File: src/sv/ctp_pkg.sv
`timescale 1ns / 1ps
// ----------------------------------------------------------------------------
// ctp_pkg: shared types and constants of the countdown timer pool
// Operation codes, field widths and the divide-by-20 reciprocal.
// ----------------------------------------------------------------------------
package ctp_pkg;

  localparam int TIMERS_DEFAULT = 32;

  localparam int OP_W    = 2;
  localparam int ID_W    = 5;
  localparam int MS_W    = 32;
  localparam int TICKS_W = 28;
  localparam int COUNT_W = 32;

  localparam logic [OP_W-1:0] OP_ALLOC = 2'd0;
  localparam logic [OP_W-1:0] OP_START = 2'd1;
  localparam logic [OP_W-1:0] OP_TICK  = 2'd2;
  localparam logic [OP_W-1:0] OP_CHECK = 2'd3;

  // x / 20 == (x * ceil(2^34 / 5)) >> 36 for every 32-bit x
  localparam logic [MS_W-1:0] DIV20_RECIP = 32'hCCCC_CCCD;
  localparam int              DIV20_SHIFT = 36;

  typedef logic [TICKS_W-1:0] ticks_t;

endpackage

File: src/sv/ctp_if.sv
`timescale 1ns / 1ps
`default_nettype none
// ----------------------------------------------------------------------------
// ctp_if: request and response channels of the countdown timer pool
// Valid/ready channels carrying one operation and one result.
// ----------------------------------------------------------------------------
interface ctp_req_if;
  logic                         valid;
  logic                         ready;
  logic [ctp_pkg::OP_W-1:0]     operation;
  logic [ctp_pkg::ID_W-1:0]     timer_id;
  logic [ctp_pkg::MS_W-1:0]     duration_ms;

  modport source (output valid, operation, timer_id, duration_ms, input ready);
  modport sink   (input valid, operation, timer_id, duration_ms, output ready);
endinterface

interface ctp_rsp_if;
  logic                         valid;
  logic                         ready;
  logic [ctp_pkg::ID_W-1:0]     granted_id;
  logic                         pool_full;
  logic                         timed_out;
  logic                         not_registered;
  logic [ctp_pkg::COUNT_W-1:0]  tick_count;

  modport source (output valid, granted_id, pool_full, timed_out, not_registered,
                  tick_count, input ready);
  modport sink   (input valid, granted_id, pool_full, timed_out, not_registered,
                  tick_count, output ready);
endinterface
`default_nettype wire

File: src/sv/ctp_ram.sv
`timescale 1ns / 1ps
`default_nettype none
// ----------------------------------------------------------------------------
// ctp_ram: generic simple dual-port RAM
// One write port, one read port with registered read data.
// ----------------------------------------------------------------------------
module ctp_ram #(
  parameter int WIDTH = 8,
  parameter int DEPTH = 32
) (
  input  wire logic                                         clk,
  input  wire logic                                         we,
  input  wire logic [((DEPTH > 1) ? $clog2(DEPTH) : 1)-1:0] waddr,
  input  wire logic [WIDTH-1:0]                             wdata,
  input  wire logic [((DEPTH > 1) ? $clog2(DEPTH) : 1)-1:0] raddr,
  output logic      [WIDTH-1:0]                             rdata
);
  logic [WIDTH-1:0] mem [DEPTH];

  always_ff @(posedge clk) begin
    if (we) begin
      mem[waddr] <= wdata;
    end
    rdata <= mem[raddr];
  end
endmodule
`default_nettype wire

File: src/sv/ctp_dec_unit.sv
`timescale 1ns / 1ps
`default_nettype none
// ----------------------------------------------------------------------------
// ctp_dec_unit: shared zero test and decrement
// Used by the tick walk and by the timeout check.
// ----------------------------------------------------------------------------
module ctp_dec_unit (
  input  wire logic            [ctp_pkg::TICKS_W-1:0] cur,
  output logic                                        is_zero,
  output ctp_pkg::ticks_t                             dec
);
  assign is_zero = (cur == '0);
  assign dec     = cur - ctp_pkg::TICKS_W'(1);
endmodule
`default_nettype wire

File: src/sv/countdown_timer_pool.sv
`timescale 1ns / 1ps
`default_nettype none
// ----------------------------------------------------------------------------
// countdown_timer_pool: pool of countdown timers with an allocation bitmap
// Allocate, start, tick and check-and-release over TIMERS countdown timers.
// ----------------------------------------------------------------------------
// req carries one operation (allocate, start, tick, check); rsp returns one
// result for each request, in order. Only one request is in work at a time:
// req.ready is high while the sequencer is idle.
// Steps from accept to a valid result:
//   allocate: bitmap scanned one timer per cycle
//   start:    reciprocal multiply, then one store write
//   tick:     read-modify-write walk over the count store
//   check:    one store read, then the shared zero test
// The timer walk and the single count store port shape these steps. The next
// request is taken in the cycle after a result is loaded. The result sits in
// an output register, so the next request is taken while an earlier result
// still waits; a stalled rsp holds its result, and a finished request waits
// in its last step until the output register frees up.
// Reset clears the tick count, frees every timer and marks every stored count
// as zero at once; no clearing pass is needed.
// ----------------------------------------------------------------------------
module countdown_timer_pool #(
  parameter int TIMERS = ctp_pkg::TIMERS_DEFAULT
) (
  input wire logic   clk,
  input wire logic   rst,
  ctp_req_if.sink    req,
  ctp_rsp_if.source  rsp
);
  localparam int ID_W    = ctp_pkg::ID_W;
  localparam int IDL_W   = ctp_pkg::ID_W + 1;
  localparam int TICKS_W = ctp_pkg::TICKS_W;
  localparam int COUNT_W = ctp_pkg::COUNT_W;
  localparam int IDX_W   = (TIMERS > 1) ? $clog2(TIMERS) : 1;
  localparam int CNT_W   = $clog2(TIMERS + 1);

  localparam logic [CNT_W-1:0] CNT_END  = CNT_W'(TIMERS);
  localparam logic [IDL_W-1:0] ID_LIMIT = IDL_W'(TIMERS);

  localparam logic [2:0] S_IDLE     = 3'd0;
  localparam logic [2:0] S_ALLOC    = 3'd1;
  localparam logic [2:0] S_MUL      = 3'd2;
  localparam logic [2:0] S_START_WR = 3'd3;
  localparam logic [2:0] S_TICK     = 3'd4;
  localparam logic [2:0] S_CHK_RD   = 3'd5;
  localparam logic [2:0] S_CHK_EVAL = 3'd6;
  localparam logic [2:0] S_DONE     = 3'd7;

  logic [2:0]                 state;
  logic [ID_W-1:0]            id_q;
  logic [ctp_pkg::MS_W-1:0]   ms_q;
  ctp_pkg::ticks_t            quot;
  logic [CNT_W-1:0]           cnt;
  logic                       pend;
  logic [IDX_W-1:0]           pend_idx;
  logic [TIMERS-1:0]          in_use;
  logic [TIMERS-1:0]          vld;
  logic [COUNT_W-1:0]         elapsed;

  logic [ID_W-1:0]            res_granted;
  logic                       res_full;
  logic                       res_tout;
  logic                       res_notreg;

  logic                       out_valid;
  logic [ID_W-1:0]            out_granted;
  logic                       out_full;
  logic                       out_tout;
  logic                       out_notreg;
  logic [COUNT_W-1:0]         out_ticks;

  logic [IDX_W-1:0]           id_idx;
  logic [IDX_W-1:0]           cnt_idx;
  logic                       reg_hit;
  logic [63:0]                prod;

  logic                       ram_we;
  logic [IDX_W-1:0]           ram_waddr;
  ctp_pkg::ticks_t            ram_wdata;
  logic [IDX_W-1:0]           ram_raddr;
  ctp_pkg::ticks_t            ram_rdata;
  ctp_pkg::ticks_t            rd_cur;
  logic                       is_zero;
  ctp_pkg::ticks_t            dec;

  assign id_idx  = id_q[IDX_W-1:0];
  assign cnt_idx = cnt[IDX_W-1:0];
  assign reg_hit = ({1'b0, id_q} < ID_LIMIT) && in_use[id_idx];
  assign prod    = {32'b0, ms_q} * {32'b0, ctp_pkg::DIV20_RECIP};

  // a never-written entry reads as zero
  assign rd_cur = vld[pend_idx] ? ram_rdata : '0;

  ctp_dec_unit u_dec (
    .cur     (rd_cur),
    .is_zero (is_zero),
    .dec     (dec)
  );

  always_comb begin
    ram_we    = 1'b0;
    ram_waddr = pend_idx;
    ram_wdata = dec;
    ram_raddr = id_idx;
    unique case (state)
      S_START_WR: begin
        ram_we    = 1'b1;
        ram_waddr = id_idx;
        ram_wdata = quot;
      end
      S_TICK: begin
        ram_raddr = cnt_idx;
        ram_we    = pend && in_use[pend_idx] && !is_zero;
      end
      default: begin
        ram_we = 1'b0;
      end
    endcase
  end

  ctp_ram #(
    .WIDTH (TICKS_W),
    .DEPTH (TIMERS)
  ) u_ram (
    .clk   (clk),
    .we    (ram_we),
    .waddr (ram_waddr),
    .wdata (ram_wdata),
    .raddr (ram_raddr),
    .rdata (ram_rdata)
  );

  assign req.ready          = (state == S_IDLE);
  assign rsp.valid          = out_valid;
  assign rsp.granted_id     = out_granted;
  assign rsp.pool_full      = out_full;
  assign rsp.timed_out      = out_tout;
  assign rsp.not_registered = out_notreg;
  assign rsp.tick_count     = out_ticks;

  always_ff @(posedge clk) begin
    if (rst) begin
      state     <= S_IDLE;
      in_use    <= '0;
      vld       <= '0;
      elapsed   <= '0;
      out_valid <= 1'b0;
      pend      <= 1'b0;
      cnt       <= '0;
    end else begin
      if (ram_we) begin
        vld[ram_waddr] <= 1'b1;
      end
      // the done step reloads the output register itself
      if (out_valid && rsp.ready && (state != S_DONE)) begin
        out_valid <= 1'b0;
      end
      unique case (state)
        S_IDLE: begin
          if (req.valid) begin
            id_q        <= req.timer_id;
            ms_q        <= req.duration_ms;
            cnt         <= '0;
            pend        <= 1'b0;
            res_granted <= '0;
            res_full    <= 1'b0;
            res_tout    <= 1'b0;
            res_notreg  <= 1'b0;
            unique case (req.operation)
              ctp_pkg::OP_ALLOC: state <= S_ALLOC;
              ctp_pkg::OP_START: state <= S_MUL;
              ctp_pkg::OP_TICK: begin
                elapsed <= elapsed + COUNT_W'(1);
                state   <= S_TICK;
              end
              ctp_pkg::OP_CHECK: state <= S_CHK_RD;
              default: state <= S_IDLE;
            endcase
          end
        end
        S_ALLOC: begin
          if (cnt == CNT_END) begin
            res_full <= 1'b1;
            state    <= S_DONE;
          end else if (!in_use[cnt_idx]) begin
            in_use[cnt_idx] <= 1'b1;
            res_granted     <= ID_W'(cnt);
            state           <= S_DONE;
          end else begin
            cnt <= cnt + CNT_W'(1);
          end
        end
        S_MUL: begin
          quot <= prod[ctp_pkg::DIV20_SHIFT +: TICKS_W];
          if (reg_hit) begin
            state <= S_START_WR;
          end else begin
            res_notreg <= 1'b1;
            state      <= S_DONE;
          end
        end
        S_START_WR: begin
          state <= S_DONE;
        end
        S_TICK: begin
          // read entry cnt while writing back entry cnt - 1
          if (cnt == CNT_END) begin
            pend  <= 1'b0;
            state <= S_DONE;
          end else begin
            pend     <= 1'b1;
            pend_idx <= cnt_idx;
            cnt      <= cnt + CNT_W'(1);
          end
        end
        S_CHK_RD: begin
          if (reg_hit) begin
            pend_idx <= id_idx;
            state    <= S_CHK_EVAL;
          end else begin
            res_notreg <= 1'b1;
            state      <= S_DONE;
          end
        end
        S_CHK_EVAL: begin
          if (is_zero) begin
            in_use[pend_idx] <= 1'b0;
            res_tout         <= 1'b1;
          end
          state <= S_DONE;
        end
        S_DONE: begin
          if (!out_valid || rsp.ready) begin
            out_valid   <= 1'b1;
            out_granted <= res_granted;
            out_full    <= res_full;
            out_tout    <= res_tout;
            out_notreg  <= res_notreg;
            out_ticks   <= elapsed;
            state       <= S_IDLE;
          end
        end
        default: begin
          state <= S_IDLE;
        end
      endcase
    end
  end

  a_store_write_busy: assert property (@(posedge clk) disable iff (rst)
    ram_we |-> (state != S_IDLE))
    else $error("count store written while idle");

  a_accept_leaves_idle: assert property (@(posedge clk) disable iff (rst)
    (req.valid && req.ready) |=> (state != S_IDLE))
    else $error("accepted request did not start work");

  a_tick_count_step: assert property (@(posedge clk) disable iff (rst)
    (req.valid && req.ready && req.operation == ctp_pkg::OP_TICK)
      |=> (elapsed == $past(elapsed) + COUNT_W'(1)))
    else $error("tick count did not advance on tick");

  a_timeout_release: assert property (@(posedge clk) disable iff (rst)
    (state == S_CHK_EVAL && is_zero) |=> !in_use[pend_idx])
    else $error("timed-out timer not released");

endmodule
`default_nettype wire
File: src/flat_wrapper.sv
// flat-port wrapper written by rule: the top's interface ports become plain ports
module countdown_timer_pool_flat 
#(
  parameter int TIMERS = ctp_pkg::TIMERS_DEFAULT
)
  (clk, rst, req_valid, req_operation, req_timer_id, req_duration_ms, req_ready, rsp_valid, rsp_granted_id, rsp_pool_full, rsp_timed_out, rsp_not_registered, rsp_tick_count, rsp_ready);
  ctp_req_if req_i ();
  ctp_rsp_if rsp_i ();
  input wire logic clk;
  input wire logic rst;
  input wire logic [$bits(req_i.valid)-1:0] req_valid;
  input wire logic [$bits(req_i.operation)-1:0] req_operation;
  input wire logic [$bits(req_i.timer_id)-1:0] req_timer_id;
  input wire logic [$bits(req_i.duration_ms)-1:0] req_duration_ms;
  output wire logic [$bits(req_i.ready)-1:0] req_ready;
  output wire logic [$bits(rsp_i.valid)-1:0] rsp_valid;
  output wire logic [$bits(rsp_i.granted_id)-1:0] rsp_granted_id;
  output wire logic [$bits(rsp_i.pool_full)-1:0] rsp_pool_full;
  output wire logic [$bits(rsp_i.timed_out)-1:0] rsp_timed_out;
  output wire logic [$bits(rsp_i.not_registered)-1:0] rsp_not_registered;
  output wire logic [$bits(rsp_i.tick_count)-1:0] rsp_tick_count;
  input wire logic [$bits(rsp_i.ready)-1:0] rsp_ready;
  assign req_i.valid = req_valid;
  assign req_i.operation = req_operation;
  assign req_i.timer_id = req_timer_id;
  assign req_i.duration_ms = req_duration_ms;
  assign req_ready = req_i.ready;
  assign rsp_valid = rsp_i.valid;
  assign rsp_granted_id = rsp_i.granted_id;
  assign rsp_pool_full = rsp_i.pool_full;
  assign rsp_timed_out = rsp_i.timed_out;
  assign rsp_not_registered = rsp_i.not_registered;
  assign rsp_tick_count = rsp_i.tick_count;
  assign rsp_i.ready = rsp_ready;
  countdown_timer_pool #(.TIMERS(TIMERS)) u_core (.clk(clk), .rst(rst), .req(req_i), .rsp(rsp_i));
endmodule
File: config.mk
export PLATFORM = sky130hd
export DESIGN_NAME = countdown_timer_pool_flat
export DESIGN_NICKNAME = d
export VERILOG_FILES = /design/src/sv/ctp_pkg.sv /design/src/sv/ctp_if.sv /design/src/sv/ctp_ram.sv /design/src/sv/ctp_dec_unit.sv /design/src/sv/countdown_timer_pool.sv /design/src/flat_wrapper.sv
export SDC_FILE = /design/constraint.sdc
export NUM_CORES = 2
export LEC_CHECK = 0
export BUFFER_PORTS_ARGS = -buffer_cell sky130_fd_sc_hd__clkbuf_2
export CELL_PAD_IN_SITES_DETAIL_PLACEMENT = 1
export CELL_PAD_IN_SITES_GLOBAL_PLACEMENT = 1
export CORE_MARGIN = 1
export CORE_UTILIZATION = 54
export CTS_CLUSTER_SIZE = 10
export DETAILED_ROUTE_END_ITERATION = 10
export MAX_ROUTING_LAYER = met4
export PLACE_DENSITY = 0.9
export SYNTH_ARGS = -nofsm -noshare
export SYNTH_HDL_FRONTEND = slang
export SYNTH_HIERARCHICAL = 1
export SYNTH_SLANG_ARGS = --single-unit
File: constraint.sdc
create_clock -name clk -period 9.4 [get_ports clk]
set_clock_uncertainty 0.2 [all_clocks]
set_input_delay 2.82 -clock clk [delete_from_list [all_inputs] [get_ports clk]]
set_output_delay 2.82 -clock clk [all_outputs]
set_load 0.005 [all_outputs]
---- After elaboration in Yosys (flattened, before gate mapping) ----
Memories as Yosys holds them, arrays and structs flattened. A register that Yosys moved wholly into a read port is not among the register bits.
Cells that the tools add are included.
storage, ports and cells
  flip-flop bits (word level) ............. 225
  bits in writable memories ............... 896
  input bits .............................. 43
  output and inout port bits .............. 42
  logic and storage cells ................. 154
  memories kept ........................... 1
cells by class
  add/subtract/negate cells ............... 3
  multiply operators ...................... 1
  magnitude comparators ................... 7
  equality and inequality tests ........... 24
  multiplexer cells ....................... 58
  bitwise operators ....................... 5
  reduce and logical (&&, ||, !) cells .... 35
memories
  memory            depth  bits a word  rd ports  clocked after Yosys merged registers in  write ports  RTL line       text
  u_core.u_ram.mem  32     28           1         1                                        1            ctp_ram.sv:18  logic [WIDTH-1:0] mem [DEPTH];
operators by type and width
  operator                                                                             count
  32-bit 2-to-1 mux                                                                    3
  32-bit by 32-bit multiplier with 64-bit output, second input constant                1
  32-bit bitwise OR                                                                    2
  32-bit one-hot mux with 2 select lines                                               1
  28-bit 2-to-1 mux                                                                    2
  5-bit 2-to-1 mux                                                                     7
  32-bit by 1-bit adder with 32-bit output, second input constant                      1
  32-bit AND                                                                           1
  32-bit NOT                                                                           1
  28-bit logical NOT                                                                   1
  28-bit by 1-bit subtractor with 28-bit output, second input constant                 1
  5-bit by 6-bit < comparator with 1-bit output, second input constant                 4
  6-bit 2-to-1 mux                                                                     4
  4-bit AND reduction                                                                  6
  3-bit one-hot mux with 7 select lines                                                1
  1-bit binary-select mux with 5-bit select                                            4
  5-bit one-hot mux with 2 select lines                                                2
  1-bit 2-to-1 mux                                                                     18
  3-bit 2-to-1 mux                                                                     6
  6-bit one-hot mux with 3 select lines                                                1
  1-bit demux with 5-bit select                                                        3
  5-bit by 1-bit greater-or-equal comparator with 1-bit output, second input constant  3
  3-bit == test, second input constant                                                 4
  2-bit by 1-bit != test with 1-bit output, second input constant                      6
  other kinds (23)                                                                     50

---- Longest topological paths before layout ----
  depth in word-level cells ............... 9
  gate-level depth with buffers ........... 25
  gate-level depth less buffers ........... 25

---- Modules after synthesis ----
Netlist, hierarchy kept.
by module, submodules not included
  module                times used  cells an instance  area each (µm²)  sequential area each (µm²)
  ctp_ram               1           1,984              35,442.7         27,466.3
  countdown_timer_pool  1           2,712              27,071.0         5,685.5
  ctp_dec_unit          1           76                 553.0            0.0

---- Least setup slack after synthesis ----
No wires, ideal clock.
  path kind ............................... reg2reg
  from .................................... reg u_core/ms_q[19] (netlist name)
  to ...................................... reg u_core.quot[20], data pin
  library setup time ...................... 264 ps
  arrival time ............................ 6,957 ps
  required time ........................... 8,936 ps
  path slack .............................. 1,980 ps
  cell stages (with the launch flop) ...... 25
  path buffers ............................ 0
  period minus slack after synthesis ...... 7,420 ps
  cells stage by stage .................... edfxtp_1 -> ha_1 -> inv_1 -> fa_1 -> inv_1 -> fa_1 -> inv_1 -> fa_1 -> inv_1 -> fa_1 -> fa_1 -> fa_1 -> inv_1 -> fa_1 -> inv_1 -> ha_1 -> a21o_1 -> a221oi_1 -> a21oi_1 -> nor4_1 -> a211o_1 -> nand2_1 -> a211o_1 -> a221oi_1 -> xnor2_1
between the ends
  longest elaborated chain between the ends .. 1
ends and longest elaborated chain
  what                                            RTL line                     text
  from (decl)                                     countdown_timer_pool.sv:52   logic [ctp_pkg::MS_W-1:0] ms_q;
  from (signal assigned)                          countdown_timer_pool.sv:163  ms_q <= req.duration_ms;
  32-bit by 32-bit multiplier with 64-bit output  countdown_timer_pool.sv:90   assign prod = {32'b0, ms_q} * {32'b0, ctp_pkg::DIV20_RECIP};
  net u_core.prod[56]                             countdown_timer_pool.sv:76   logic [63:0] prod;
  to (signal assigned)                            countdown_timer_pool.sv:195  quot <= prod[ctp_pkg::DIV20_SHIFT +: TICKS_W];
  to (decl)                                       countdown_timer_pool.sv:53   ctp_pkg::ticks_t quot;
The timed path passes the listed nets, and every way through them passes these cells.
A chain may end at the register's enable or synchronous reset.

---- Worst setup path after layout ----
  from .................................... reg u_core/ms_q[12] (netlist name)
  to ...................................... reg u_core.quot[25], data pin
Same word-level chain as after synthesis.

==> flow_summary.toml <==
[detailed_routing]
drt_iter0_drc = 4494
drt_pass1_iterations = 6
postRouteAntennaNets = 0
wl_per_cell_um = 32.3
drc = 0
viasPerCell = 6.43
drt-total-wl_mm = 210
vias = 41800

[critical_path]
crit_family = "adder cells"
path_max_fanout = 8
r2r_setup_slack_ns = 0.58
startpoint_type = "flip-flop"
critPathCaptureType = "flip-flop"
path_buf_inv = 4
slowest_delay_ns = 0.70
r2r-start = "u_core/ms_q[12]"
crit_required_ns = 9.70
r2r-end = "u_core/quot[25]"
cp-startpoint = "u_core/ms_q[12]"
cp_cell_sequence = "ha_1, xor2_1, ha_1, a21o_1, fa_1, inv_1, fa_1, inv_1, fa_1, fa_1, fa_1, inv_1, fa_1, inv_1, ha_1, nand3_1, or4_1, nor4bb_1, a211oi_1, a211o_1, a21boi_1, o2111a_1, o21a_1, xor2_1"
critPathArrivalTime_ns = 9.12
ff2ff_path_depth = 24
crit_top_cell = "fa_1"
slowest_stage = "ha_1"
critical_path_class = "flip-flop to flip-flop"

[die]
fp.dieArea_um2 = 118000
core_area_um2 = 116000
io_pins = 85
num_rows = 125
fp.dieH_um = 344
start_util = 0.543
die_width_um = 344

[clock_tree]
clock-sinks = 1149
clock_latency_ns = 0.77
post_cts_resized = 0
post_cts_buffers = 0
htreeDepth = 4
clock_path_buffers = 3
cts_tree = "yes"
clk_pin_slew_worst_paths_ns = 0.06
clockRootBuffer = "clkbuf_16"
cts_made_buffers = 136
ctsHoldBuffers = 0

[finish]
finalNetCount = 5667
syn_to_final_growth_pct = 9.99
multi_input_area_um2 = 26700
final-seq-area_um2 = 33200
fin_cells = 6507
drive_gt1_frac = 0.0830
fillers = 11200

[yosys]
ys_async_sr_fraction = 0
synth-seq-cells = 1149
ys_seq_area_frac = 0.526
synth_top_family_by_area = "adder cells"
synth_cells = 4772
synth_xor_area_frac = 0.0182
synthAdderAreaFrac = 0.193
synth_cell_types = 78
synth_area_um2 = 63100
synthMuxAreaShare = 0.0867
synth_nets = 5557
synth-simple-area-share = 0.0615
synth_flop_cell = "edfxtp_1"
synth_compound_area_frac = 0.0595
synth.avg_cell_area_um2 = 13.2
synth-edff-count = 1014
synth_warnings = 6

[flow_run]
drv_cap = 0

[timing]
slew_violations = 0
rsz0062_at_grt = "false"
setup_ws_ns = 0.582
setup_viol = 0
finalSetupTns_ns = 0
max_freq_ghz = 0.113
worst-slew-pin-transition_ns = 1.24
fin_crit_ns = 8.82
hold_viol = 0
min_period_over_period = 0.938
slew_headroom = 0.172

[hold_path]
holdPathEnd = "u_core/rsp.granted_id[2]"
min_from = "u_core/res_granted[2]"
hold_class = "flip-flop to flip-flop"
holdPathStages = 0

[placement]
post-place-ws_ns = 0.922
hpwlAfterDp_mm = 128
portBuffers = 84
gp_congestion = 0.982
dp_cells = 6268

[grt]
grt_max_degree = 122
grt-ovfl-total = 0
grt_pass1_wl_mm = 306
grt_usage = 0.369
grt_pass1_vias = 45600
antenna_found_initial = 6

[status]
status = "completed"
[cell families (layout without fill, tap and decap cells)]
| logic type | after synthesis | in the layout |
|---|---|---|
| other | 0 | 6 |
| multiplexers | 499 | 499 |
| AO/OA/AOI/OAI | 582 | 582 |
| buffers and inverters | 857 | 1062 |
| AND/OR/NAND/NOR | 812 | 812 |
| adder cells (fa/ha/maj) | 742 | 742 |
| flip-flops | 1149 | 1149 |
| XOR/XNOR | 131 | 131 |
[synthesized netlist by cell type (all sizes together), types with 4 or more instances]
master / n / area share
edfxtp: 1014 / 0.48
inv: 685 / 0.041
mux2i: 453 / 0.072
fa: 386 / 0.12
ha: 356 / 0.071
nand2: 297 / 0.018
a21oi: 169 / 0.013
nor2: 143 / 0.0086
dfxtp: 135 / 0.043
nand3: 115 / 0.0091
o21ai: 98 / 0.0078
buf: 88 / 0.0093
a22oi: 85 / 0.010
clkbuf: 84 / 0.0051
xor2: 76 / 0.011
a22o: 56 / 0.0078
xnor2: 55 / 0.0076
nor3: 52 / 0.0042
nor2b: 47 / 0.0047
and2: 42 / 0.0042
mux4: 36 / 0.013
a31oi: 35 / 0.0035
o22ai: 35 / 0.0035
a21o: 34 / 0.0040
nand4: 26 / 0.0027
and3: 21 / 0.0021
or3: 15 / 0.0015
nand2b: 11 / 0.0011
nor4: 11 / 0.0015
mux2: 10 / 0.0018
o211ai: 9 / 0.0011
o21bai: 9 / 0.0011
a211oi: 7 / 0.00083
nand3b: 7 / 0.00083
a211o: 6 / 0.00083
a221oi: 6 / 0.00083
or2: 6 / 0.00060
or4: 5 / 0.00071
nor3b: 4 / 0.00048
o21a: 4 / 0.00048
or3b: 4 / 0.00056
[per-stage QoR]
step                 util  cell area, um^2  hold slack, ns
global route        0.598            69400           0.225
global placement    0.562            65300           0.203
finish              0.598            69400           0.223
floorplan               -            63100           0.200
detailed placement  0.562            65300           0.212
CTS                 0.598            69400           0.225
[cell usage in the layout, fill, tap and decap left out, types with 107 or more instances in the layout]
master | Yosys | routed
inv_1 | 685 | 685
a21oi_1 | 169 | 169
ha_1 | 356 | 356
fa_1 | 386 | 386
nor2_1 | 142 | 107
nand3_1 | 115 | 115
edfxtp_1 | 1014 | 1014
mux2i_1 | 452 | 452
dfxtp_1 | 135 | 135
clkbuf_16 | 0 | 139
nand2_1 | 297 | 297
[sequential cells by signal (all words and copies together) (netlist names), 3 cells and up]
register,cells
u_core/res_granted,5
u_core/elapsed,32
u_core/u_ram/rdata,28
u_core/ms_q,32
u_core/quot,28
u_core/id_idx,5
u_core/state,3
u_core/rsp.granted_id,5
u_core/cnt,6
u_core/in_use,32
u_core/rsp.tick_count,32
u_core/u_ram/mem,896
u_core/pend_idx,5
u_core/vld,32
[routing by layer]
layer	routed length (um)	vias to the layer above	global-route usage
met5	0	-	-
met4	11900	0	0.183
met3	17700	775	0.0659
met2	104000	2576	0.607
met1	76800	21400	0.438
li1	-	17000	-
[cell type report]
class	count	share of cell area
antenna	6	0.000216
tap	1524	0.0275
inverter	685	0.0371
multi-input combinational	2766	0.386
clock inverter	19	0.00424
timing repair buffer	144	0.0130
sequential	1149	0.478
clock buffer	214	0.0546
[worst max path at each step]
stage	depth (start not counted)	slack, ns	to
floorplan	24	1.98	u_core/quot[20]
global placement	24	1.10	u_core/quot[25]
detailed placement	24	0.92	u_core/quot[25]
CTS	24	0.65	u_core/quot[25]
global route	24	0.41	u_core/quot[25]
finish	24	0.58	u_core/quot[25]
[worst reg2reg max path: stages (launching register included)]
cell and delay, ns:
edfxtp_1 0.55, ha_1 0.71, xor2_1 0.17, ha_1 0.23
a21o_1 0.19, fa_1 0.57, inv_1 0.07, fa_1 0.52
inv_1 0.06, fa_1 0.48, fa_1 0.53, fa_1 0.57
inv_1 0.06, fa_1 0.53, inv_1 0.05, ha_1 0.44
nand3_1 0.26, or4_1 0.51, nor4bb_1 0.50, a211oi_1 0.21
a211o_1 0.33, a21boi_1 0.30, o2111a_1 0.25, o21a_1 0.17
xor2_1 0.07
Power is left out: the tool's default activity adds up to more than one toggle a clock period on the data nets, which glitch-free logic cannot reach.
